[config.mk]
export PLATFORM = sky130hd
export DESIGN_NAME = protobuf_wire_field_parser_unit
export DESIGN_NICKNAME = d
export VERILOG_FILES = /design/src/rtl/core/pbwf_pkg.sv /design/src/rtl/core/pbwf_in_stage.sv /design/src/rtl/core/pbwf_decode.sv /design/src/rtl/core/pbwf_out_stage.sv /design/src/rtl/core/protobuf_wire_field_parser_unit.sv
export SDC_FILE = /design/constraint.sdc
export NUM_CORES = 1
export LEC_CHECK = 0
export BUFFER_PORTS_ARGS = -buffer_cell sky130_fd_sc_hd__buf_4
export CELL_PAD_IN_SITES_DETAIL_PLACEMENT = 1
export CELL_PAD_IN_SITES_GLOBAL_PLACEMENT = 2
export CORE_MARGIN = 4
export CORE_UTILIZATION = 41
export CTS_BUF_LIST = sky130_fd_sc_hd__clkbuf_4 sky130_fd_sc_hd__clkbuf_8
export CTS_CLUSTER_SIZE = 40
export DETAILED_ROUTE_END_ITERATION = 12
export PLACE_DENSITY = 0.95
export SETUP_SLACK_MARGIN = 0.15
export SYNTH_ARGS = -nofsm -noshare
export SYNTH_HDL_FRONTEND = slang
export SYNTH_SLANG_ARGS = --single-unit
[constraint.sdc]
create_clock -name clk -period 25.1 [get_ports clk]
set_clock_uncertainty 0.05 [all_clocks]
set_input_delay 0 -clock clk [delete_from_list [all_inputs] [get_ports clk]]
set_output_delay 0 -clock clk [all_outputs]
set_load 0.01 [all_outputs]
[src/rtl/core/pbwf_pkg.sv]
`timescale 1ns / 1ps
`default_nettype none

package pbwf_pkg;

    // Longest message accepted; the byte counter must hold this value itself
    localparam int MAX_MESSAGE_BYTES = 65536;
    localparam int POS_W             = $clog2(MAX_MESSAGE_BYTES + 1);
    localparam int OFFSET_W          = 16;
    localparam int VALUE_W           = 64;
    localparam int NUMBER_W          = 32;
    localparam int KIND_W            = 3;
    localparam int VCOUNT_W          = 4;
    localparam int FCOUNT_W          = 3;

    // Index of the final byte of a varint (ten bytes at most)
    localparam logic [VCOUNT_W-1:0] VARINT_LAST_IDX = 4'd9;
    // Index of the final byte of fixed64 / fixed32 values
    localparam logic [FCOUNT_W-1:0] FIX64_LAST_IDX  = 3'd7;
    localparam logic [FCOUNT_W-1:0] FIX32_LAST_IDX  = 3'd3;

    // Wire type codes
    localparam logic [KIND_W-1:0] WK_VARINT  = 3'd0;
    localparam logic [KIND_W-1:0] WK_FIX64   = 3'd1;
    localparam logic [KIND_W-1:0] WK_LENGTH  = 3'd2;
    localparam logic [KIND_W-1:0] WK_FIX32   = 3'd5;

    typedef enum logic [2:0] {
        PH_TAG     = 3'd0,
        PH_VARINT  = 3'd1,
        PH_FIX64   = 3'd2,
        PH_LENGTH  = 3'd3,
        PH_PAYLOAD = 3'd4,
        PH_FIX32   = 3'd5
    } phase_t;

    typedef enum logic [2:0] {
        ST_OK      = 3'd0,
        ST_TRUNC   = 3'd1,
        ST_BADTYPE = 3'd2,
        ST_VARLONG = 3'd3,
        ST_TOOLONG = 3'd4
    } status_t;

    // One result as handed from the decoder to the output register
    typedef struct packed {
        logic                present;
        logic                field_valid;
        logic [NUMBER_W-1:0] field_number;
        logic [KIND_W-1:0]   wire_kind;
        logic [VALUE_W-1:0]  field_value;
        logic [OFFSET_W-1:0] payload_offset;
        logic                message_end;
        status_t             parse_status;
    } result_t;

    // Bit position of varint group c (seven bits per byte)
    function automatic logic [5:0] varint_shift(input logic [VCOUNT_W-1:0] c);
        logic [5:0] amt;
        amt = 6'(7 * c);
        return amt;
    endfunction

endpackage

`default_nettype wire

[src/rtl/core/pbwf_in_stage.sv]
`timescale 1ns / 1ps
`default_nettype none

module pbwf_in_stage (
    input  wire logic       clk,
    input  wire logic       rst_n,
    input  wire logic       in_valid,
    output logic            in_ready,
    input  wire logic [7:0] byte_value,
    input  wire logic       last_byte,
    input  wire logic       take,
    output logic            full,
    output logic [7:0]      byte_q,
    output logic            last_q
);

    logic       full_reg;
    logic       full_next;
    logic [7:0] byte_reg;
    logic       last_reg;

    // Accept a new request whenever the held byte is empty or leaves this cycle
    assign in_ready = !full_reg || take;

    always_comb
    begin
        full_next = full_reg;
        if (in_valid && in_ready)
        begin
            full_next = 1'b1;
        end
        else if (take)
        begin
            full_next = 1'b0;
        end
    end

    always_ff @(posedge clk or negedge rst_n)
    begin
        if (!rst_n)
        begin
            full_reg <= 1'b0;
        end
        else
        begin
            full_reg <= full_next;
        end
    end

    // Hold the payload of the accepted request
    always_ff @(posedge clk)
    begin
        if (in_valid && in_ready)
        begin
            byte_reg <= byte_value;
            last_reg <= last_byte;
        end
    end

    assign full   = full_reg;
    assign byte_q = byte_reg;
    assign last_q = last_reg;

endmodule

`default_nettype wire

[src/rtl/core/pbwf_decode.sv]
`timescale 1ns / 1ps
`default_nettype none

module pbwf_decode (
    input  wire logic             clk,
    input  wire logic             rst_n,
    input  wire logic             step,
    input  wire logic [7:0]       byte_in,
    input  wire logic             last_in,
    output pbwf_pkg::result_t     result
);

    pbwf_pkg::phase_t                        phase_reg, phase_next;
    logic [pbwf_pkg::VALUE_W-1:0]            accum_reg, accum_next;
    logic [pbwf_pkg::VCOUNT_W-1:0]           vcount_reg, vcount_next;
    logic [pbwf_pkg::NUMBER_W-1:0]           number_reg, number_next;
    logic [pbwf_pkg::KIND_W-1:0]             kind_reg, kind_next;
    logic [pbwf_pkg::FCOUNT_W-1:0]           fcount_reg, fcount_next;
    logic [pbwf_pkg::VALUE_W-1:0]            remain_reg, remain_next;
    logic [pbwf_pkg::POS_W-1:0]              pos_reg, pos_next;
    pbwf_pkg::status_t                       err_reg, err_next;

    logic [pbwf_pkg::VCOUNT_W-1:0]           vidx;
    logic [pbwf_pkg::VALUE_W-1:0]            vmerged;
    logic                                    vlong;
    logic [pbwf_pkg::VALUE_W-1:0]            fmerged;
    logic                                    fdone;
    logic [pbwf_pkg::VALUE_W-1:0]            remain_dec;
    logic [pbwf_pkg::OFFSET_W-1:0]           pos_plus1;
    logic                                    emit;
    logic [pbwf_pkg::VALUE_W-1:0]            emit_value;
    logic [pbwf_pkg::OFFSET_W-1:0]           emit_offset;
    pbwf_pkg::status_t                       status;

    // Varint byte merge: seven bits per byte, a tenth byte only lands bit 63
    assign vidx    = (vcount_reg > pbwf_pkg::VARINT_LAST_IDX) ? pbwf_pkg::VARINT_LAST_IDX
                                                              : vcount_reg;
    assign vmerged = accum_reg
                   | ({57'd0, byte_in[6:0]} << pbwf_pkg::varint_shift(vidx));
    assign vlong   = byte_in[7] && (vidx >= pbwf_pkg::VARINT_LAST_IDX);

    // Little-endian fixed byte merge
    assign fmerged = accum_reg | ({56'd0, byte_in} << {fcount_reg, 3'b000});
    assign fdone   = (phase_reg == pbwf_pkg::PH_FIX64)
                   ? (fcount_reg == pbwf_pkg::FIX64_LAST_IDX)
                   : (fcount_reg >= pbwf_pkg::FIX32_LAST_IDX);

    assign remain_dec = remain_reg - 64'd1;
    assign pos_plus1  = pos_reg[pbwf_pkg::OFFSET_W-1:0] + 16'd1;

    // Next state and result for one byte
    always_comb
    begin
        phase_next  = phase_reg;
        accum_next  = accum_reg;
        vcount_next = vcount_reg;
        number_next = number_reg;
        kind_next   = kind_reg;
        fcount_next = fcount_reg;
        remain_next = remain_reg;
        pos_next    = pos_reg;
        err_next    = err_reg;
        emit        = 1'b0;
        emit_value  = '0;
        emit_offset = '0;
        status      = pbwf_pkg::ST_OK;

        if (err_reg == pbwf_pkg::ST_OK)
        begin
            if (pos_reg >= pbwf_pkg::POS_W'(pbwf_pkg::MAX_MESSAGE_BYTES))
            begin
                err_next = pbwf_pkg::ST_TOOLONG;
            end
            else
            begin
                pos_next = pos_reg + 1'b1;
                case (phase_reg)
                    pbwf_pkg::PH_TAG:
                    begin
                        accum_next = vmerged;
                        if (!byte_in[7])
                        begin
                            number_next = vmerged[pbwf_pkg::NUMBER_W+2:3];
                            kind_next   = vmerged[2:0];
                            accum_next  = '0;
                            vcount_next = '0;
                            fcount_next = '0;
                            case (vmerged[2:0])
                                pbwf_pkg::WK_VARINT: phase_next = pbwf_pkg::PH_VARINT;
                                pbwf_pkg::WK_FIX64:  phase_next = pbwf_pkg::PH_FIX64;
                                pbwf_pkg::WK_LENGTH: phase_next = pbwf_pkg::PH_LENGTH;
                                pbwf_pkg::WK_FIX32:  phase_next = pbwf_pkg::PH_FIX32;
                                default:             err_next   = pbwf_pkg::ST_BADTYPE;
                            endcase
                        end
                        else if (vlong)
                        begin
                            err_next = pbwf_pkg::ST_VARLONG;
                        end
                        else
                        begin
                            vcount_next = vidx + 1'b1;
                        end
                    end
                    pbwf_pkg::PH_VARINT:
                    begin
                        accum_next = vmerged;
                        if (!byte_in[7])
                        begin
                            emit       = 1'b1;
                            emit_value = vmerged;
                        end
                        else if (vlong)
                        begin
                            err_next = pbwf_pkg::ST_VARLONG;
                        end
                        else
                        begin
                            vcount_next = vidx + 1'b1;
                        end
                    end
                    pbwf_pkg::PH_LENGTH:
                    begin
                        accum_next = vmerged;
                        if (!byte_in[7])
                        begin
                            if (vmerged == '0)
                            begin
                                emit        = 1'b1;
                                emit_offset = pos_plus1;
                            end
                            else
                            begin
                                remain_next = vmerged;
                                phase_next  = pbwf_pkg::PH_PAYLOAD;
                            end
                        end
                        else if (vlong)
                        begin
                            err_next = pbwf_pkg::ST_VARLONG;
                        end
                        else
                        begin
                            vcount_next = vidx + 1'b1;
                        end
                    end
                    pbwf_pkg::PH_PAYLOAD:
                    begin
                        remain_next = remain_dec;
                        if (remain_dec == '0)
                        begin
                            emit        = 1'b1;
                            emit_value  = accum_reg;
                            emit_offset = pos_plus1 - accum_reg[pbwf_pkg::OFFSET_W-1:0];
                        end
                    end
                    pbwf_pkg::PH_FIX64,
                    pbwf_pkg::PH_FIX32:
                    begin
                        accum_next = fmerged;
                        if (fdone)
                        begin
                            emit       = 1'b1;
                            emit_value = fmerged;
                        end
                        else
                        begin
                            fcount_next = fcount_reg + 1'b1;
                        end
                    end
                    default:
                    begin
                        phase_next = pbwf_pkg::PH_TAG;
                    end
                endcase

                // Drop back to tag parsing after a completed field
                if (emit)
                begin
                    phase_next  = pbwf_pkg::PH_TAG;
                    accum_next  = '0;
                    vcount_next = '0;
                    fcount_next = '0;
                    remain_next = '0;
                end
            end
        end

        // Closing status on the last byte
        if (last_in)
        begin
            if (err_next != pbwf_pkg::ST_OK)
            begin
                status = err_next;
            end
            else if (phase_next != pbwf_pkg::PH_TAG || vcount_next != '0)
            begin
                status = pbwf_pkg::ST_TRUNC;
            end
        end

        result.present        = emit || last_in;
        result.field_valid    = emit;
        result.field_number   = emit ? number_next : '0;
        result.wire_kind      = emit ? kind_next : '0;
        result.field_value    = emit_value;
        result.payload_offset = (emit && kind_next == pbwf_pkg::WK_LENGTH) ? emit_offset : '0;
        result.message_end    = last_in;
        result.parse_status   = status;
    end

    // Advance parser state; clear everything at the end of a message
    always_ff @(posedge clk or negedge rst_n)
    begin
        if (!rst_n)
        begin
            phase_reg  <= pbwf_pkg::PH_TAG;
            accum_reg  <= '0;
            vcount_reg <= '0;
            number_reg <= '0;
            kind_reg   <= '0;
            fcount_reg <= '0;
            remain_reg <= '0;
            pos_reg    <= '0;
            err_reg    <= pbwf_pkg::ST_OK;
        end
        else if (step)
        begin
            if (last_in)
            begin
                phase_reg  <= pbwf_pkg::PH_TAG;
                accum_reg  <= '0;
                vcount_reg <= '0;
                number_reg <= '0;
                kind_reg   <= '0;
                fcount_reg <= '0;
                remain_reg <= '0;
                pos_reg    <= '0;
                err_reg    <= pbwf_pkg::ST_OK;
            end
            else
            begin
                phase_reg  <= phase_next;
                accum_reg  <= accum_next;
                vcount_reg <= vcount_next;
                number_reg <= number_next;
                kind_reg   <= kind_next;
                fcount_reg <= fcount_next;
                remain_reg <= remain_next;
                pos_reg    <= pos_next;
                err_reg    <= err_next;
            end
        end
    end

endmodule

`default_nettype wire

[src/rtl/core/pbwf_out_stage.sv]
`timescale 1ns / 1ps
`default_nettype none

module pbwf_out_stage (
    input  wire logic                     clk,
    input  wire logic                     rst_n,
    input  wire logic                     load,
    input  wire pbwf_pkg::result_t        result,
    output logic                          busy,
    output logic                          out_valid,
    input  wire logic                     out_ready,
    output logic                          field_valid,
    output logic [pbwf_pkg::NUMBER_W-1:0] field_number,
    output logic [pbwf_pkg::KIND_W-1:0]   wire_kind,
    output logic [pbwf_pkg::VALUE_W-1:0]  field_value,
    output logic [pbwf_pkg::OFFSET_W-1:0] payload_offset,
    output logic                          message_end,
    output logic [2:0]                    parse_status
);

    logic              valid_reg;
    logic              valid_next;
    pbwf_pkg::result_t data_reg;

    // Register is blocked only while a result waits and the sink stalls
    assign busy = valid_reg && !out_ready;

    always_comb
    begin
        valid_next = valid_reg;
        if (load)
        begin
            valid_next = 1'b1;
        end
        else if (out_ready)
        begin
            valid_next = 1'b0;
        end
    end

    always_ff @(posedge clk or negedge rst_n)
    begin
        if (!rst_n)
        begin
            valid_reg <= 1'b0;
        end
        else
        begin
            valid_reg <= valid_next;
        end
    end

    // Hold the result payload until taken
    always_ff @(posedge clk)
    begin
        if (load)
        begin
            data_reg <= result;
        end
    end

    assign out_valid      = valid_reg;
    assign field_valid    = data_reg.field_valid;
    assign field_number   = data_reg.field_number;
    assign wire_kind      = data_reg.wire_kind;
    assign field_value    = data_reg.field_value;
    assign payload_offset = data_reg.payload_offset;
    assign message_end    = data_reg.message_end;
    assign parse_status   = data_reg.parse_status;

endmodule

`default_nettype wire

[src/rtl/core/protobuf_wire_field_parser_unit.sv]
`timescale 1ns / 1ps
`default_nettype none

// Streaming protocol buffers wire-format field parser. Feed one message byte per
// request with last_byte set on the final byte; the unit takes one byte every clock
// cycle unless a result is stalled; a byte is held in the input register, decoded
// in a single pass through the tag, varint, fixed or length logic into the output
// register. A result is produced for each completed field (length-delimited fields
// report payload offset and length once the payload has been skipped) and always on
// the last byte, which carries message_end and the message status. After the first
// error no fields are reported until the last byte. Back-pressure on the result
// side stalls the input only while a result is waiting in the output register.
module protobuf_wire_field_parser_unit (
    input  wire logic                     clk,
    input  wire logic                     rst_n,
    input  wire logic                     in_valid,
    output logic                          in_ready,
    input  wire logic [7:0]               byte_value,
    input  wire logic                     last_byte,
    output logic                          out_valid,
    input  wire logic                     out_ready,
    output logic                          field_valid,
    output logic [pbwf_pkg::NUMBER_W-1:0] field_number,
    output logic [pbwf_pkg::KIND_W-1:0]   wire_kind,
    output logic [pbwf_pkg::VALUE_W-1:0]  field_value,
    output logic [pbwf_pkg::OFFSET_W-1:0] payload_offset,
    output logic                          message_end,
    output logic [2:0]                    parse_status
);

    logic              held;
    logic [7:0]        held_byte;
    logic              held_last;
    logic              out_busy;
    logic              step;
    pbwf_pkg::result_t result;

    // Decode the held byte when the output register can take its result
    assign step = held && !out_busy;

    pbwf_in_stage u_in (
        .clk        (clk),
        .rst_n      (rst_n),
        .in_valid   (in_valid),
        .in_ready   (in_ready),
        .byte_value (byte_value),
        .last_byte  (last_byte),
        .take       (step),
        .full       (held),
        .byte_q     (held_byte),
        .last_q     (held_last)
    );

    pbwf_decode u_decode (
        .clk     (clk),
        .rst_n   (rst_n),
        .step    (step),
        .byte_in (held_byte),
        .last_in (held_last),
        .result  (result)
    );

    pbwf_out_stage u_out (
        .clk            (clk),
        .rst_n          (rst_n),
        .load           (step && result.present),
        .result         (result),
        .busy           (out_busy),
        .out_valid      (out_valid),
        .out_ready      (out_ready),
        .field_valid    (field_valid),
        .field_number   (field_number),
        .wire_kind      (wire_kind),
        .field_value    (field_value),
        .payload_offset (payload_offset),
        .message_end    (message_end),
        .parse_status   (parse_status)
    );

endmodule

`default_nettype wire

Word-level counts from Yosys, hierarchy flattened
Cells that the tools add are included.
{"block": "totals", "register_bits": 324, "latch_bits": 0, "ram_bits": 0, "rom_bits": 0, "input_bits": 13, "out_inout_bits": 122, "wordCells": 172, "memories": 0}
{"block": "op_classes", "add_sub_neg": 6, "n_mul": 1, "div": 0, "order_cmp": 4, "n_eq_ne": 15, "n_shift": 2, "muxes": 84, "bitwise": 4, "reduce_logical": 36}
{"operator": "64-bit 2-to-1 mux", "n": 14}
{"operator": "64-bit one-hot mux with 3 select lines", "n": 2}
{"operator": "32-bit 2-to-1 mux", "n": 5}
{"operator": "64-bit logical NOT", "n": 2}
{"operator": "64-bit bitwise OR", "n": 2}
{"operator": "64-bit one-hot mux with 2 select lines", "n": 1}
{"operator": "3-bit 2-to-1 mux", "n": 26}
{"operator": "7-bit by 6-bit left shift with 64-bit output", "n": 1}
{"operator": "8-bit by 6-bit left shift with 64-bit output", "n": 1}
{"operator": "64-bit by 1-bit subtractor with 64-bit output, second input constant", "n": 1}
{"operator": "17-bit 2-to-1 mux", "n": 3}
{"operator": "16-bit 2-to-1 mux", "n": 3}
{"operator": "4-bit 2-to-1 mux", "n": 8}
{"operator": "16-bit one-hot mux with 2 select lines", "n": 1}
{"operator": "17-bit by 1-bit adder with 17-bit output, second input constant", "n": 1}
{"operator": "17-bit >= comparator, second input constant", "n": 1}
{"operator": "16-bit by 1-bit adder with 16-bit output, second input constant", "n": 1}
{"operator": "16-bit subtractor", "n": 1}
{"operator": "1-bit 2-to-1 mux", "n": 15}
{"operator": "3-bit by 2-bit == test with 1-bit output, second input constant", "n": 4}
{"operator": "3-bit == test, second input constant", "n": 4}
{"operator": "3-bit one-hot mux with 2 select lines", "n": 2}
{"operator": "3-bit one-hot mux with 4 select lines", "n": 1}
{"operator": "6-bit AND reduction", "n": 2}
{"operator": "27 further kinds", "n": 50}

Longest topological paths before layout
Gate-level depths: netlist of the first run.
{"block": "logic_depth", "word_depth": 18, "depth_mapped": 27, "mapped_depth_nobuf": 21}

Cells and area by module
A second synthesis of the first run with hierarchy kept.
{"block": "unflattened", "cells_unflattened": 2433, "hier_area_um2": 20504.7}
{"module": "pbwf_decode", "instances": 1, "cells_each": 2295, "area_each_um2": 16517.1, "seq_area_each_um2": 4829.6}
{"module": "pbwf_out_stage", "instances": 1, "cells_each": 123, "area_each_um2": 3648.5, "seq_area_each_um2": 3628.5}
{"module": "pbwf_in_stage", "instances": 1, "cells_each": 13, "area_each_um2": 324.1, "seq_area_each_um2": 295.3}
{"module": "protobuf_wire_field_parser_unit", "instances": 1, "cells_each": 2, "area_each_um2": 15.0, "seq_area_each_um2": 0.0}

Worst setup path before layout of the first run
OpenSTA, ideal clock, no wires.
{"block": "synth_timing", "path_type": "register to register", "start": "register u_decode.vcount_reg[1] (netlist name)", "end": "register u_out.data_reg, in the netlist u_out.field_number[0], enable pin", "t_arrival_ps": 10298, "required_time_ps": 24449, "slack_ps": 14151, "stages_incl_launch_ff": 27, "path_buffers": 6, "path_cell_list": "dfrtp_1 clkbuf_1 o21a_1 clkbuf_1 nor2_1 inv_1 ha_1 inv_1 ha_1 ha_1 inv_1 fa_1 clkbuf_1 inv_1 clkbuf_1 nand2_1 a21oi_1 a221o_1 nor4_1 nand4_1 nor4_1 a21boi_1 o21ai_2 nor2_1 clkbuf_1 clkbuf_1 nor2_1"}
{"block": "synth_via", "elab_chain_cells": 15}
{"item": "from (decl)", "line_no": "pbwf_decode.sv:15", "rtl": "logic [pbwf_pkg::VCOUNT_W-1:0] vcount_reg, vcount_next;"}
{"item": "from (signal assigned)", "line_no": "pbwf_decode.sv:245", "rtl": "vcount_reg <= vcount_next;"}
{"item": "4-bit > comparator", "line_no": "pbwf_decode.sv:36", "rtl": "assign vidx = (vcount_reg > pbwf_pkg::VARINT_LAST_IDX) ? pbwf_pkg::VARINT_LAST_IDX"}
{"item": "4-bit 2-to-1 mux (*)", "line_no": "pbwf_decode.sv:36"}
{"item": "3-bit by 4-bit multiplier with 6-bit output (*)", "line_no": "pbwf_pkg.sv:60", "rtl": "amt = 6'(7 * c);"}
{"item": "7-bit by 6-bit left shift with 64-bit output (*)", "line_no": "pbwf_decode.sv:39", "rtl": "| ({57'd0, byte_in[6:0]} << pbwf_pkg::varint_shift(vidx));"}
{"item": "64-bit bitwise OR (*)", "line_no": "pbwf_decode.sv:39"}
{"item": "64-bit logical NOT (*)", "line_no": "pbwf_decode.sv:127", "rtl": "if (vmerged == '0)"}
{"item": "1-bit 2-to-1 mux (*)", "line_no": "pbwf_decode.sv:127"}
{"item": "1-bit 2-to-1 mux (*)", "line_no": "pbwf_decode.sv:125", "rtl": "if (!byte_in[7])"}
{"item": "1-bit one-hot mux with 4 select lines (*)", "line_no": "pbwf_decode.sv:77", "rtl": "case (phase_reg)"}
{"item": "1-bit 2-to-1 mux (*)", "line_no": "pbwf_decode.sv:70", "rtl": "if (pos_reg >= pbwf_pkg::POS_W'(pbwf_pkg::MAX_MESSAGE_BYTES))"}
{"item": "1-bit 2-to-1 mux (*)", "line_no": "pbwf_decode.sv:68", "rtl": "if (err_reg == pbwf_pkg::ST_OK)"}
{"item": "1-bit 2-to-1 mux (*)", "line_no": "pbwf_decode.sv:70"}
{"item": "1-bit 2-to-1 mux (*)", "line_no": "pbwf_decode.sv:68"}
{"item": "1-bit logical OR (*)", "line_no": "pbwf_decode.sv:202", "rtl": "result.present = emit || last_in;"}
{"item": "1-bit logical AND (*)", "line_no": "protobuf_wire_field_parser_unit.sv:66", "rtl": ".load (step && result.present),"}
{"item": "net u_out.load", "line_no": "pbwf_out_stage.sv:7", "rtl": "input wire logic load,"}
{"item": "to (signal assigned)", "line_no": "pbwf_out_stage.sv:58", "rtl": "data_reg <= result;"}
{"item": "to (decl)", "line_no": "pbwf_out_stage.sv:23", "rtl": "pbwf_pkg::result_t data_reg;"}
The timed path passes the listed nets; every way through them passes the cells marked *. The select of a mux whose other input is x is not followed.
A chain may end at the register's enable or synchronous reset.

Worst setup path after layout of the first run
{"block": "layout_timing", "start": "register u_decode.vcount_reg[3] (netlist name)", "end": "register u_decode.accum_reg[54] (netlist name)"}
{"block": "layout_via", "elab_chain_cells": 15}
{"item": "4-bit > comparator", "line_no": "pbwf_decode.sv:36"}
{"item": "4-bit 2-to-1 mux (*)", "line_no": "pbwf_decode.sv:36"}
{"item": "3-bit by 4-bit multiplier with 6-bit output (*)", "line_no": "pbwf_pkg.sv:60"}
{"item": "7-bit by 6-bit left shift with 64-bit output (*)", "line_no": "pbwf_decode.sv:39"}
{"item": "64-bit bitwise OR (*)", "line_no": "pbwf_decode.sv:39"}
{"item": "64-bit logical NOT", "line_no": "pbwf_decode.sv:127"}
{"item": "1-bit 2-to-1 mux", "line_no": "pbwf_decode.sv:127"}
{"item": "1-bit 2-to-1 mux", "line_no": "pbwf_decode.sv:125"}
{"item": "1-bit one-hot mux with 4 select lines", "line_no": "pbwf_decode.sv:77"}
{"item": "1-bit 2-to-1 mux", "line_no": "pbwf_decode.sv:70"}
{"item": "1-bit 2-to-1 mux", "line_no": "pbwf_decode.sv:68"}
{"item": "64-bit 2-to-1 mux", "line_no": "pbwf_decode.sv:178", "rtl": "if (emit)"}
{"item": "64-bit 2-to-1 mux", "line_no": "pbwf_decode.sv:70"}
{"item": "64-bit 2-to-1 mux", "line_no": "pbwf_decode.sv:68"}
{"item": "64-bit 2-to-1 mux", "line_no": "pbwf_decode.sv:229", "rtl": "if (last_in)"}
{"item": "to (signal assigned)", "line_no": "pbwf_decode.sv:244", "rtl": "accum_reg <= accum_next;"}
{"item": "to (decl)", "line_no": "pbwf_decode.sv:14", "rtl": "logic [pbwf_pkg::VALUE_W-1:0] accum_reg, accum_next;"}
Every way passes the cells marked *; elsewhere a longest branch is shown, timed or not. The select of a mux whose other input is x is not followed.

==> results.rst, run 1 <==
.. list-table::
   :header-rows: 1

   * - Metric
     - Value
   * - Status
     - finished clean
   * - Worst Setup Path Type
     - flip-flop to flip-flop
   * - Wire length of the first global-routing pass
     - 142,000 um
   * - FFs w/ async S/R, synth
     - 0.602
   * - Sequential-to-total area share from yosys stat
     - 0.428
   * - Root cell of the clock tree
     - sky130_fd_sc_hd__clkbuf_8
   * - Peak supply drop
     - roughly 68 uV
   * - GP Congestion
     - roughly 0.96
   * - Count of nets after finishing
     - about 2,600
   * - CP startpoint kind
     - flip-flop
   * - Unrepaired setup endpoints after global routing
     - false
   * - Total die area
     - 0.0535 mm2
   * - Largest cells by area after synthesis
     - sky130_fd_sc_hd__dfrtp_1 (24%), sky130_fd_sc_hd__edfxtp_1 (19%), sky130_fd_sc_hd__a21oi_1 (7.9%)
   * - Most frequent cells after synthesis
     - sky130_fd_sc_hd__nand2_1 (341), sky130_fd_sc_hd__a21oi_1 (323), sky130_fd_sc_hd__nor2_1 (291), sky130_fd_sc_hd__dfrtp_1 (195), sky130_fd_sc_hd__o21ai_0 (188)
   * - CP required
     - around 26,000 ps
   * - Slowest stage delay, CP
     - roughly 1200 ps
   * - Most common cell in the synthesized netlist
     - sky130_fd_sc_hd__nand2_1
   * - IO buf count
     - roughly 130
   * - Switching fraction of total power
     - 0.520
   * - Antenna violations before repair
     - 5
   * - Per-cell routed wire length
     - about 29 um
   * - Crit-path leading delay family
     - compound AO/OA/AOI/OAI gates
   * - Logic gate share of total power
     - 0.521
   * - CTS Buf Count
     - 60
   * - H-tree levels
     - 2
   * - Timing-limited maximum frequency
     - between 100 and 150 MHz
   * - Number of iterations in the first detailed-routing pass
     - 6
   * - Number of failing setup endpoints in the final timing report
     - 0
   * - Warnings from Yosys
     - 0
   * - Die Y-Extent
     - 231 um
   * - Site Rows
     - 81
   * - Routed WL
     - 94,800 um
   * - Crit path arrival time
     - ~9700 ps
   * - Setup total negative slack
     - 0 ps
   * - Synthesis-to-layout area growth
     - 15.6%
   * - Worst-path fanout max
     - 66
   * - Mean instance size in the synthesized netlist
     - ~8.2 um2
   * - Total core area
     - between 0.04 and 0.05 mm2
   * - Post-synth net total
     - between 2,000 and 3,000
   * - Transition time at the pin with the least slew margin
     - 1380 ps
   * - Internal Pwr Total
     - about 0.0015 W
   * - Effective utilization at floorplan
     - 0.416
   * - Average vias per placed instance
     - approximately 6.6
   * - Sequential cell area
     - around 0.0088 mm2
   * - Clk Latency, worst-skew pair
     - around 710 ps
   * - Post-synth design cell area
     - ~0.020 mm2
   * - Post-synthesis cell count
     - between 2,000 and 3,000
   * - Overall global routing resource usage
     - 0.346
   * - Post-CTS resize count
     - 0
   * - Clock tree from TritonCTS
     - built
   * - Net load switching power
     - approximately 0.0016 W
   * - Post-layout min period
     - approximately 9000 ps
   * - DRC violation count after routing
     - 0
   * - Post-route antenna net violation count
     - 0
   * - Layout fillers
     - ~6,000
   * - Share of power burned in registers
     - 0.298
   * - Most used DFF post-synth
     - sky130_fd_sc_hd__dfrtp_1
   * - Final instance area
     - approximately 0.024 mm2
   * - Ordered cell list for the critical path
     - o21a_1, nor2_1, inv_1, ha_1, inv_1, ha_1, or2_2, ha_1, a21oi_1, nand3_1, nand2_1, nor2_1, a221oi_1, nand4b_1, nor4_1, a21boi_1, o211ai_2, o21a_4, buf_4, a21oi_1, a21oi_1
   * - Worst setup slack after placement
     - 16,380 ps
   * - Clk sinks
     - roughly 320
   * - Total of max-cap violations
     - 0
   * - Number of synthesized register bits
     - between 300 and 400
   * - Class of the worst hold path
     - input pin to flip-flop
   * - Crit path capture type
     - flip-flop
   * - CTS max path bufs
     - 3
   * - Power density relative to cell area
     - 129 mW/mm2
   * - Part of the cycle the worst path needs
     - 0.364
   * - Clk slew on worst S/H paths
     - around 60 ps
   * - Overall die width
     - ~230 um
   * - Multi-input gate area
     - about 0.011 mm2
   * - Count of flip-flops with a built-in enable after synthesis
     - around 130
   * - Setup ws final
     - about 16,000 ps
   * - Total grt overflow
     - 0
   * - DRC marker count from the first detailed-route iteration
     - 2,032
   * - Via count of the first global-routing pass
     - approximately 22,000
   * - Pins over their slew limit
     - 0
   * - Rel. slew slack
     - 0.0833
   * - Top-area cell type share of the netlist area
     - 0.239
   * - Post-synthesis cell type with the largest combined area
     - sky130_fd_sc_hd__dfrtp_1
   * - Total number of vias
     - 21,748
   * - Largest net degree at the start of global routing
     - ~90
   * - Cell with the biggest individual delay on the critical path
     - sky130_fd_sc_hd__a221oi_1
   * - Final hold violations
     - 0
   * - Top-Level Pins
     - approximately 140
   * - Clock Power Share
     - 0.181
   * - Static power due to leakage
     - between 9 and 10 nW
   * - Layout cells sized above 1
     - 0.136
   * - Number of library cell types mapped by synthesis
     - 88
   * - Sum of buffers and inverters on the critical path
     - 3
   * - Placed cell areas
     - roughly 0.022 mm2
   * - Detail Placement HPWL
     - 65,900 um
-- layout make-up --
type,count,share of cell area
Timing Repair Buffer,214,0.0716
Tap cell,664,0.0351
Sequential cell,324,0.370
Clock buffer,91,0.0472
Inverter,81,0.0129
Multi-Input combinational cell,1909,0.456
Clock inverter,23,0.00630
Antenna cell,2,0.000212
-- tightest hold or removal path, delay by kind of cell --
kind                   cells  cell delay [ps]
AO/OA/AOI/OAI              1              140
buffers and inverters      2              630
AND/OR/NAND/NOR            1              130
-- power by group through the flow --
stage	Sequential [W]	Clock [W]	Combinational, W
global placement	0.000895	0	0.00148
detailed placement	0.000903	0	0.00153
floorplan	0.000821	0	0.000995
finish	0.000907	0.000551	0.00159
CTS	0.000896	0.000558	0.00155
global route	0.000918	0.000584	0.00170
-- routing by layer --
layer / up-vias / global-route usage / share of wire
li1: 9339 / - / -
met2: 1154 / 0.546 / 0.46
met5: - / 0 / 0.00054
met3: 281 / 0.0683 / 0.086
met4: 8 / 0.155 / 0.051
met1: 10966 / 0.462 / 0.40
-- cell usage in the layout (no fill, tap or decap), types with 18 or more instances in the layout --
cell	Yosys	routed
sky130_fd_sc_hd__nand2_1	341	339
sky130_fd_sc_hd__a21oi_1	323	322
sky130_fd_sc_hd__nor2_1	291	285
sky130_fd_sc_hd__dfrtp_1	195	195
sky130_fd_sc_hd__buf_4	0	188
sky130_fd_sc_hd__o21ai_0	188	187
sky130_fd_sc_hd__edfxtp_1	129	129
sky130_fd_sc_hd__inv_1	81	81
sky130_fd_sc_hd__clkbuf_8	0	70
sky130_fd_sc_hd__nor3_1	65	64
sky130_fd_sc_hd__nand3_1	53	53
sky130_fd_sc_hd__o22a_1	48	48
sky130_fd_sc_hd__a211oi_1	46	46
sky130_fd_sc_hd__nor4_1	39	38
sky130_fd_sc_hd__a31oi_1	35	34
sky130_fd_sc_hd__o22ai_1	32	32
sky130_fd_sc_hd__nand4_1	29	29
sky130_fd_sc_hd__ha_1	28	28
sky130_fd_sc_hd__xnor2_1	24	24
sky130_fd_sc_hd__dlygate4sd3_1	0	24
sky130_fd_sc_hd__clkbuf_4	0	22
sky130_fd_sc_hd__or3_1	21	21
sky130_fd_sc_hd__o21ai_1	21	21
sky130_fd_sc_hd__or4_1	20	20
sky130_fd_sc_hd__xor2_1	18	18
-- per-stage QoR --
step,hold slack [ps],std cells,power (W),util
2_1_floorplan,-346,2500,0.00182,-
3_3_place_gp,48.7,3167,0.00238,0.450
3_5_place_dp,55.0,3167,0.00244,0.450
4_1_cts,187,3306,0.00300,0.481
5_1_grt,255,3306,0.00321,0.481
6_report,231,3308,0.00305,0.481
-- worst paths after layout --
kind	from	to	slack (ps)	cells after the start
max	u_decode.vcount_reg[3]	u_decode.accum_reg[54]	15960	21
min	out_ready	u_out.out_valid	230	4
min in group asynchronous	rst_n	u_decode.remain_reg[7]	490	4
min reg2reg	u_decode.number_reg[14]	u_decode.number_reg[14]	430	2
max reg2reg	u_decode.vcount_reg[3]	u_decode.accum_reg[54]	15960	21
max in group asynchronous	rst_n	u_decode.pos_reg[5]	23670	4
-- cell families after synthesis --
family                     Yosys count  synth area share
and+or+nand+nor                    976             0.224
AOI/OAI and AO/OA                  852             0.255
DFF                                324             0.428
buffers and inverters              267            0.0508
xor gates and xnor gates            42            0.0180
adders and majority gates           30            0.0191
muxes                                9           0.00471
-- timing repair --
action | 4_1_cts | 5_1_grt
setup endpoints to repair | 0 | 0
endpoints found under the hold margin | 100 | 0
buffers inserted | 0 | 0
hold buffers | 25 | 0
(Power assumes the default switching activity.)
==> run 2: changes to the inputs <==
CORE_UTILIZATION = 38   (was 41)
PLACE_DENSITY = 0.94   (was 0.95)
clock period = 8.51 ns   (was 25.1 ns; I/O delays follow)
==> run 2 against run 1 <==
Against the previous run:
- wire length fell by 1.7%
- non-clock buffer count is 14 higher
- worst hold slack better by 120 ps
- cell count is 1.0% higher
- largest power group unchanged
- clock power grew to 3.0 times the previous value
- sequential share of layout area shrank 0.32 points
- global-route usage is 3.1 points lower
- register-to-register slack got worse by 15000 ps
- via count is essentially flat
- total power grew to 3.0 times the previous value
- flip-flop and latch count is the same
==> results.rst, run 2 (synthesis results as in run 1) <==
.. list-table::
   :header-rows: 1

   * - Metric
     - Value
   * - Status
     - finished clean (unchanged)
   * - Cell with the biggest individual delay on the critical path
     - sky130_fd_sc_hd__a211oi_1 (was sky130_fd_sc_hd__a221oi_1)
   * - Clk sinks
     - 324 (unchanged)
   * - Via count of the first global-routing pass
     - 21,603 (was 21,980)
   * - Class of the worst hold path
     - input pin to flip-flop (unchanged)
   * - Number of iterations in the first detailed-routing pass
     - 5 (was 6)
   * - Synthesis-to-layout area growth
     - 16.6% (was 15.6%)
   * - Power density relative to cell area
     - 382 mW/mm2 (was 129 mW/mm2)
   * - Count of buffers added by post-CTS timing repair for setup
     - 0 (unchanged)
   * - Antenna violations before repair
     - 3 (was 5)
   * - Post-layout min period
     - 7880 ps (was 9140 ps)
   * - Detail Placement HPWL
     - 64,600 um (was 65,900 um)
   * - Timing-limited maximum frequency
     - 127 MHz (was 109 MHz)
   * - Overall power after layout
     - 0.00911 W (was 0.00305 W)
   * - Most common library cell in the layout ignoring fill and taps
     - sky130_fd_sc_hd__nand2_1 (unchanged)
   * - Transition time at the pin with the least slew margin
     - 1230 ps (was 1380 ps)
   * - Worst slack on hold paths
     - 351 ps (was 231 ps)
   * - Crit path capture type
     - flip-flop (unchanged)
   * - Routed WL
     - 93,100 um (was 94,800 um)
   * - Ordered cell list for the critical path
     - o21a_1, nor2_1, inv_1, ha_1, inv_1, ha_1, ha_1, inv_1, fa_1, buf_4, inv_1, and3_1, a41o_1, a2111o_1, a2111oi_0, nand4_1, nor4_1, a21boi_1, o21ai_2, nand2_2, buf_4, a211oi_1 (was o21a_1, nor2_1, inv_1, ha_1, inv_1, ha_1, or2_2, ha_1, a21oi_1, nand3_1, nand2_1, nor2_1, a221oi_1, nand4b_1, nor4_1, a21boi_1, o211ai_2, o21a_4, buf_4, a21oi_1, a21oi_1)
   * - DRC marker count from the first detailed-route iteration
     - 2,441 (was 2,032)
   * - Number of failing setup endpoints in the final timing report
     - 0 (unchanged)
   * - Total of max-cap violations
     - 0 (unchanged)
   * - Layout cells sized above 1
     - 0.140 (was 0.136)
   * - Unrepaired setup endpoints after global routing
     - false (unchanged)
   * - Setup ws final
     - 629 ps (was 15,960 ps)
   * - Final instance area
     - 0.0238 mm2 (was 0.0236 mm2)
   * - Routing usage on met3
     - 0.0617 (was 0.0683)
   * - CTS max path bufs
     - 3 (unchanged)
   * - Die Y-Extent
     - 240 um (was 231 um)
   * - Overall die width
     - 240 um (was 231 um)
   * - Met2 global-route usage
     - 0.481 (was 0.546)
   * - Total grt overflow
     - 0 (unchanged)
   * - Library cell appearing most often on the critical path
     - sky130_fd_sc_hd__inv_1
   * - Root cell of the clock tree
     - sky130_fd_sc_hd__clkbuf_8 (unchanged)
   * - Effective utilization at floorplan
     - 0.387 (was 0.416)
   * - Clock tree from TritonCTS
     - built (unchanged)
   * - Crit path arrival time
     - 8210 ps (was 9680 ps)
   * - IO buf count
     - 134 (unchanged)
   * - Slowest stage delay, CP
     - 700 ps (was 1150 ps)
   * - Worst setup slack after placement
     - 708 ps (was 16,380 ps)
   * - Rel. slew slack
     - 0.181 (was 0.0833)
   * - Worst Setup Path Type
     - flip-flop to flip-flop (unchanged)
   * - Static power due to leakage
     - 9.46 nW (was 9.37 nW)
   * - CP required
     - 8840 ps (was 25,640 ps)
   * - GRT busiest layer
     - met2 (unchanged)
   * - CP startpoint kind
     - flip-flop (unchanged)
   * - Count of nets after finishing
     - 2,645 (was 2,633)
   * - Worst-path fanout max
     - 37 (was 66)
   * - Wire length of the first global-routing pass
     - 138,000 um (was 142,000 um)
   * - GP Congestion
     - 0.970 (was 0.959)
   * - Final hold violations
     - 0 (unchanged)
   * - Clk Latency, worst-skew pair
     - 710 ps (about the same)
   * - Average vias per placed instance
     - 6.51 (was 6.57)
   * - Layout fillers
     - 6,277 (was 5,851)
   * - Site Rows
     - 84 (was 81)
   * - Met1 GRT Util
     - 0.435 (was 0.462)
   * - Total die area
     - 0.0576 mm2 (was 0.0535 mm2)
   * - Part of the cycle the worst path needs
     - 0.926 (was 0.364)
   * - DRC violation count after routing
     - 0 (unchanged)
   * - H-tree levels
     - 2 (unchanged)
   * - Post-route antenna net violation count
     - 0 (unchanged)
   * - Largest net degree at the start of global routing
     - 121 (was 88)
   * - Overall global routing resource usage
     - 0.314 (was 0.346)
   * - Clk slew on worst S/H paths
     - 60 ps (about the same)
   * - CTS Buf Count
     - 58 (was 60)
   * - Most used cells in the layout excluding fill and tap cells
     - sky130_fd_sc_hd__nand2_1 (339), sky130_fd_sc_hd__a21oi_1 (322), sky130_fd_sc_hd__nor2_1 (285), sky130_fd_sc_hd__buf_4 (200), sky130_fd_sc_hd__dfrtp_1 (195) (was sky130_fd_sc_hd__nand2_1 (339), sky130_fd_sc_hd__a21oi_1 (322), sky130_fd_sc_hd__nor2_1 (285), sky130_fd_sc_hd__dfrtp_1 (195), sky130_fd_sc_hd__buf_4 (188))
   * - Per-cell routed wire length
     - 27.9 um (was 28.7 um)
   * - Total core area
     - 0.0529 mm2 (was 0.0492 mm2)
   * - Peak supply drop
     - 172 uV (was 67.8 uV)
   * - Top-Level Pins
     - 135 (unchanged)
   * - Placed cell areas
     - 0.0223 mm2 (was 0.0221 mm2)
   * - Setup total negative slack
     - 0 ps (unchanged)
   * - Pins over their slew limit
     - 0 (unchanged)
   * - Total number of vias
     - 21,762 (was 21,748)
-- run 2: cell type report --
cell class,instances,area [um2],area share
multi-input cells,1909,10800,0.453
flip-flops and latches,324,8750,0.367
repair buffers,228,1820,0.0765
clock buffers,81,1030,0.0434
well taps,688,861,0.0361
inverters,81,304,0.0128
clock inverters,29,273,0.0114
diodes,2,5.00,0.000210
-- run 2: per-stage QoR --
| stage | util | std cells |
|---|---|---|
| 3_5_place_dp | 0.421 | 3205 |
| 2_1_floorplan | - | 2500 |
| 6_report | 0.451 | 3342 |
| 4_1_cts | 0.451 | 3340 |
| 5_1_grt | 0.451 | 3341 |
| 3_3_place_gp | 0.421 | 3205 |
-- run 2: where the power goes --
part / internal [W] / switching (W) / leakage [nW]
Clock: 0.000919 / 0.000755 / 0.697
Sequential: 0.00207 / 0.000614 / 3.80
Combinational: 0.00142 / 0.00333 / 4.96
Total: 0.00441 / 0.00470 / 9.46
-- run 2: worst max-delay path, delay by kind of cell, from the launching register on --
family	cells	cell delay, ps
flops	1	590
fa+ha+maj	4	1420
compound gates	7	3220
simple gates	5	1040
buf+inv	6	1250
-- run 2: metal layers --
metal,part of all wire,up-vias
li1,-,9371
met4,0.050,4
met2,0.44,1247
met1,0.41,10847
met3,0.095,293
met5,0.00027,-
-- run 2: path summary, 6_finish.rpt --
path | cells after the start | endpoint | slack [ps] | startpoint
max in group asynchronous | 4 | u_decode.vcount_reg[3] | 6980 | rst_n
min in group asynchronous | 4 | u_decode.number_reg[6] | 430 | rst_n
setup / recovery | 22 | u_out.field_number[7] | 630 | u_decode.vcount_reg[3]
setup reg to reg | 22 | u_out.field_number[7] | 630 | u_decode.vcount_reg[3]
hold / removal | 4 | u_out.out_valid | 350 | out_ready
hold reg to reg | 2 | u_decode.number_reg[6] | 430 | u_decode.number_reg[6]
-- run 2: what timing repair did --
action,4_1_cts,5_1_grt
endpoints found under the hold margin,88,0
endpoints found under the setup margin,0,116
gates resized for setup,0,1
hold buffers,25,0
==> run 3: changes to the inputs <==
ABC_AREA = 1   (was unset)
CORE_UTILIZATION = 40   (was 38)
PLACE_DENSITY = 0.95   (was 0.94)
clock period = 9.92 ns   (was 8.51 ns; I/O delays follow)
==> run 3 against run 2 <==
Against the previous run:
- die area rose by 0.41%
- design area grew 3.8%
- clock power fell by 11%
- synthesized area increased by 5.7%
- non-clock buffer count down 30
- register-to-register slack better by 1200 ps
- clock-buffer cell count up 6
- via count is 7.6% higher
- cell count grew 15%
- largest power group unchanged
- highest routed layer unchanged
==> results.rst, run 3 <==
.. list-table::
   :header-rows: 1

   * - Metric
     - Value
   * - Status
     - finished clean (unchanged)
   * - Total die area
     - 0.0578 mm2 (was 0.0576 mm2)
   * - Most used cells in the layout excluding fill and tap cells
     - sky130_fd_sc_hd__nand2_1 (663), sky130_fd_sc_hd__nor2_1 (361), sky130_fd_sc_hd__inv_1 (336), sky130_fd_sc_hd__o21ai_0 (284), sky130_fd_sc_hd__dfrtp_1 (195) (was sky130_fd_sc_hd__nand2_1 (339), sky130_fd_sc_hd__a21oi_1 (322), sky130_fd_sc_hd__nor2_1 (285), sky130_fd_sc_hd__buf_4 (200), sky130_fd_sc_hd__dfrtp_1 (195))
   * - Overall global routing resource usage
     - 0.353 (was 0.314)
   * - Clock tree from TritonCTS
     - built (unchanged)
   * - Routed WL
     - 104,000 um (was 93,100 um)
   * - Via count of the first global-routing pass
     - 23,559 (was 21,603)
   * - Unrepaired setup endpoints after global routing
     - false (unchanged)
   * - Transition time at the pin with the least slew margin
     - 1330 ps (was 1230 ps)
   * - Clk Latency, worst-skew pair
     - 680 ps (was 710 ps)
   * - Total number of vias
     - 23,425 (was 21,762)
   * - Power density relative to cell area
     - 374 mW/mm2 (was 382 mW/mm2)
   * - Most common cell in the synthesized netlist
     - sky130_fd_sc_hd__nand2_1 (unchanged)
   * - Worst Setup Path Type
     - flip-flop to flip-flop (unchanged)
   * - Top-Level Pins
     - 135 (unchanged)
   * - Post-CTS resize count
     - 0 (unchanged)
   * - Die Y-Extent
     - 240 um (about the same)
   * - Synthesis-to-layout area growth
     - 14.5% (was 16.6%)
   * - Sequential-to-total area share from yosys stat
     - 0.405 (was 0.428)
   * - GP Congestion
     - 1.01 (was 0.970)
   * - Post-synthesis cell count
     - 3,000 (was 2,500)
   * - Number of library cell types mapped by synthesis
     - 59 (was 88)
   * - Setup total negative slack
     - 0 ps (unchanged)
   * - Hold-fix buffer count after cts
     - 23 (was 25)
   * - Mean instance size in the synthesized netlist
     - 7.20 um2 (was 8.18 um2)
   * - Antenna violations before repair
     - 8 (was 3)
   * - Clk sinks
     - 324 (unchanged)
   * - CP required
     - 10,180 ps (was 8840 ps)
   * - Pins over their slew limit
     - 0 (unchanged)
   * - Total core area
     - 0.0530 mm2 (was 0.0529 mm2)
   * - Post-route antenna net violation count
     - 0 (unchanged)
   * - Class of the worst hold path
     - input pin to flip-flop (unchanged)
   * - Post-synthesis cell type with the largest combined area
     - sky130_fd_sc_hd__dfrtp_1 (unchanged)
   * - Part of the cycle the worst path needs
     - 0.812 (was 0.926)
   * - Overall die width
     - 240 um (about the same)
   * - Static power due to leakage
     - 11.0 nW (was 9.46 nW)
   * - Count of flip-flops with a built-in enable after synthesis
     - 129 (unchanged)
   * - DRC marker count from the first detailed-route iteration
     - 2,370 (was 2,441)
   * - CP startpoint kind
     - flip-flop (unchanged)
   * - Total of max-cap violations
     - 0 (unchanged)
   * - Number of iterations in the first detailed-routing pass
     - 8 (was 5)
   * - Crit path arrival time
     - 8310 ps (was 8210 ps)
   * - Top-area cell type share of the netlist area
     - 0.226 (was 0.239)
   * - Total grt overflow
     - 0 (unchanged)
   * - H-tree levels
     - 2 (unchanged)
   * - Most common library cell in the layout ignoring fill and taps
     - sky130_fd_sc_hd__nand2_1 (unchanged)
   * - Number of synthesized register bits
     - 324 (unchanged)
   * - Per-cell routed wire length
     - 27.1 um (was 27.9 um)
   * - Most used DFF post-synth
     - sky130_fd_sc_hd__dfrtp_1 (unchanged)
   * - Post-synth net total
     - 3,043 (was 2,543)
   * - FFs w/ async S/R, synth
     - 0.602 (unchanged)
   * - Final hold violations
     - 0 (unchanged)
   * - Peak supply drop
     - 289 uV (was 172 uV)
   * - Post-layout min period
     - 8050 ps (was 7880 ps)
   * - Effective utilization at floorplan
     - 0.408 (was 0.387)
   * - Detail Placement HPWL
     - 76,200 um (was 64,600 um)
   * - Worst slack on hold paths
     - 57.7 ps (was 351 ps)
   * - DRC violation count after routing
     - 0 (unchanged)
   * - Post-synth design cell area
     - 0.0216 mm2 (was 0.0204 mm2)
   * - IO buf count
     - 134 (unchanged)
   * - CTS Buf Count
     - 60 (was 58)
   * - Most frequent cells after synthesis
     - sky130_fd_sc_hd__nand2_1 (663), sky130_fd_sc_hd__nor2_1 (365), sky130_fd_sc_hd__inv_1 (338), sky130_fd_sc_hd__o21ai_0 (284), sky130_fd_sc_hd__dfrtp_1 (195) (was sky130_fd_sc_hd__nand2_1 (341), sky130_fd_sc_hd__a21oi_1 (323), sky130_fd_sc_hd__nor2_1 (291), sky130_fd_sc_hd__dfrtp_1 (195), sky130_fd_sc_hd__o21ai_0 (188))
   * - Root cell of the clock tree
     - sky130_fd_sc_hd__clkbuf_8 (unchanged)
   * - Average vias per placed instance
     - 6.10 (was 6.51)
   * - Warnings from Yosys
     - 0 (unchanged)
   * - Crit path capture type
     - flip-flop (unchanged)
   * - Count of nets after finishing
     - 3,136 (was 2,645)
   * - Clk slew on worst S/H paths
     - 60 ps (about the same)
   * - Largest net degree at the start of global routing
     - 85 (was 121)
   * - Site Rows
     - 84 (unchanged)
   * - Worst-path fanout max
     - 34 (was 37)
   * - Timing-limited maximum frequency
     - 124 MHz (was 127 MHz)
   * - CTS max path bufs
     - 3 (unchanged)
   * - Rel. slew slack
     - 0.105 (was 0.181)
   * - Layout cells sized above 1
     - 0.108 (was 0.140)
   * - Number of failing setup endpoints in the final timing report
     - 0 (unchanged)
   * - Wire length of the first global-routing pass
     - 154,000 um (was 138,000 um)
   * - Count of buffers added by post-CTS timing repair for setup
     - 0 (unchanged)
   * - Largest cells by area after synthesis
     - sky130_fd_sc_hd__dfrtp_1 (23%), sky130_fd_sc_hd__edfxtp_1 (18%), sky130_fd_sc_hd__nand2_1 (12%) (was sky130_fd_sc_hd__dfrtp_1 (24%), sky130_fd_sc_hd__edfxtp_1 (19%), sky130_fd_sc_hd__a21oi_1 (7.9%))
## run 3: cell types whose count changed in the layout (fill, tap and decap cells not counted), moves of 41 or more
cell	change
sky130_fd_sc_hd__a211oi_1	-41
sky130_fd_sc_hd__o22a_1	-48
sky130_fd_sc_hd__a21oi_1	-161
sky130_fd_sc_hd__inv_1	+255
sky130_fd_sc_hd__nand2_1	+324
sky130_fd_sc_hd__xor2_1	+41
sky130_fd_sc_hd__nand3_1	+110
sky130_fd_sc_hd__o21ai_0	+97
sky130_fd_sc_hd__o22ai_1	+59
sky130_fd_sc_hd__nor2_1	+76
## run 3: logic make-up (layout without fill, tap and decap cells)
group,after synthesis,after routing,synth area share
XOR/XNOR,67,67,0.0282
AND/OR/NAND/NOR,1342,1342,0.264
buffers and inverters,517,662,0.0946
AO/OA/AOI/OAI,720,720,0.190
other,0,7,0
adder cells (fa/ha/maj),30,30,0.0181
flip-flops,324,324,0.405
## run 3: routing by layer
layer	GRT usage	wire, um	vias up
li1	-	-	10310
met1	0.479	44400	11726
met2	0.567	47700	1152
met3	0.0576	7580	233
met4	0.136	4530	4
met5	0	33	-
## run 3: final cells by class
type	instances	area, um2
Fill cell	6658	28200
Inverter	350	1320
Antenna cell	7	17.5
Multi-Input combinational cell	2159	10900
Sequential cell	324	8750
Clock buffer	87	1100
Timing Repair Buffer	198	1580
Tap cell	688	861
Clock inverter	27	265
## run 3: path summary, 6_finish.rpt
path	startpoint	end	slack, ps	cells past startpoint
max	u_decode.vcount_reg[2]	u_out.field_number[13]	1870	24
min	byte_value[4]	u_in.byte_q[4]	60	2
max reg2reg	u_decode.vcount_reg[2]	u_out.field_number[13]	1870	24
min reg2reg	u_decode.number_reg[14]	u_decode.number_reg[14]	430	2
max in group asynchronous	rst_n	u_decode.accum_reg[29]	8380	4
min in group asynchronous	rst_n	u_decode.remain_reg[2]	510	4
## run 3: through the flow
stage,worst slack [ps],power (W),util,std cells,instance area (um2)
after floorplan,2380,0.00547,-,3000,21600
after global placement,2300,0.00745,0.436,3696,23100
after detailed placement,2060,0.00758,0.436,3696,23100
after CTS,2030,0.00911,0.467,3833,24700
after global routing,1480,0.00978,0.467,3834,24700
final,1870,0.00926,0.467,3840,24700
## run 3: where the power goes
| part | switching (W) | internal (W) | leakage [nW] |
|---|---|---|---|
| clock network | 0.000647 | 0.000844 | 0.710 |
| logic | 0.00435 | 0.00142 | 6.49 |
| registers | 0.000260 | 0.00175 | 3.84 |
| total | 0.00526 | 0.00401 | 11.0 |
## run 3: critical path, cell delays in order (launching register included)
cell                       delay (ps)
sky130_fd_sc_hd__dfrtp_1          450
sky130_fd_sc_hd__o21ai_4          320
sky130_fd_sc_hd__nand2_4          200
sky130_fd_sc_hd__ha_1             640
sky130_fd_sc_hd__inv_1            380
sky130_fd_sc_hd__ha_1             400
sky130_fd_sc_hd__ha_1             170
sky130_fd_sc_hd__inv_1             60
sky130_fd_sc_hd__fa_1             400
sky130_fd_sc_hd__xnor2_2          140
sky130_fd_sc_hd__buf_4            320
sky130_fd_sc_hd__clkinv_1         190
sky130_fd_sc_hd__buf_4            290
sky130_fd_sc_hd__a31oi_1          890
sky130_fd_sc_hd__nand3_1          170
sky130_fd_sc_hd__nor2_1           210
sky130_fd_sc_hd__nand2_1          110
sky130_fd_sc_hd__nor2_1           180
sky130_fd_sc_hd__nand3_2          210
sky130_fd_sc_hd__nand2_4          160
sky130_fd_sc_hd__nor2_4            40
sky130_fd_sc_hd__inv_2            380
sky130_fd_sc_hd__nand2_2          330
sky130_fd_sc_hd__inv_4            430
sky130_fd_sc_hd__buf_4            480
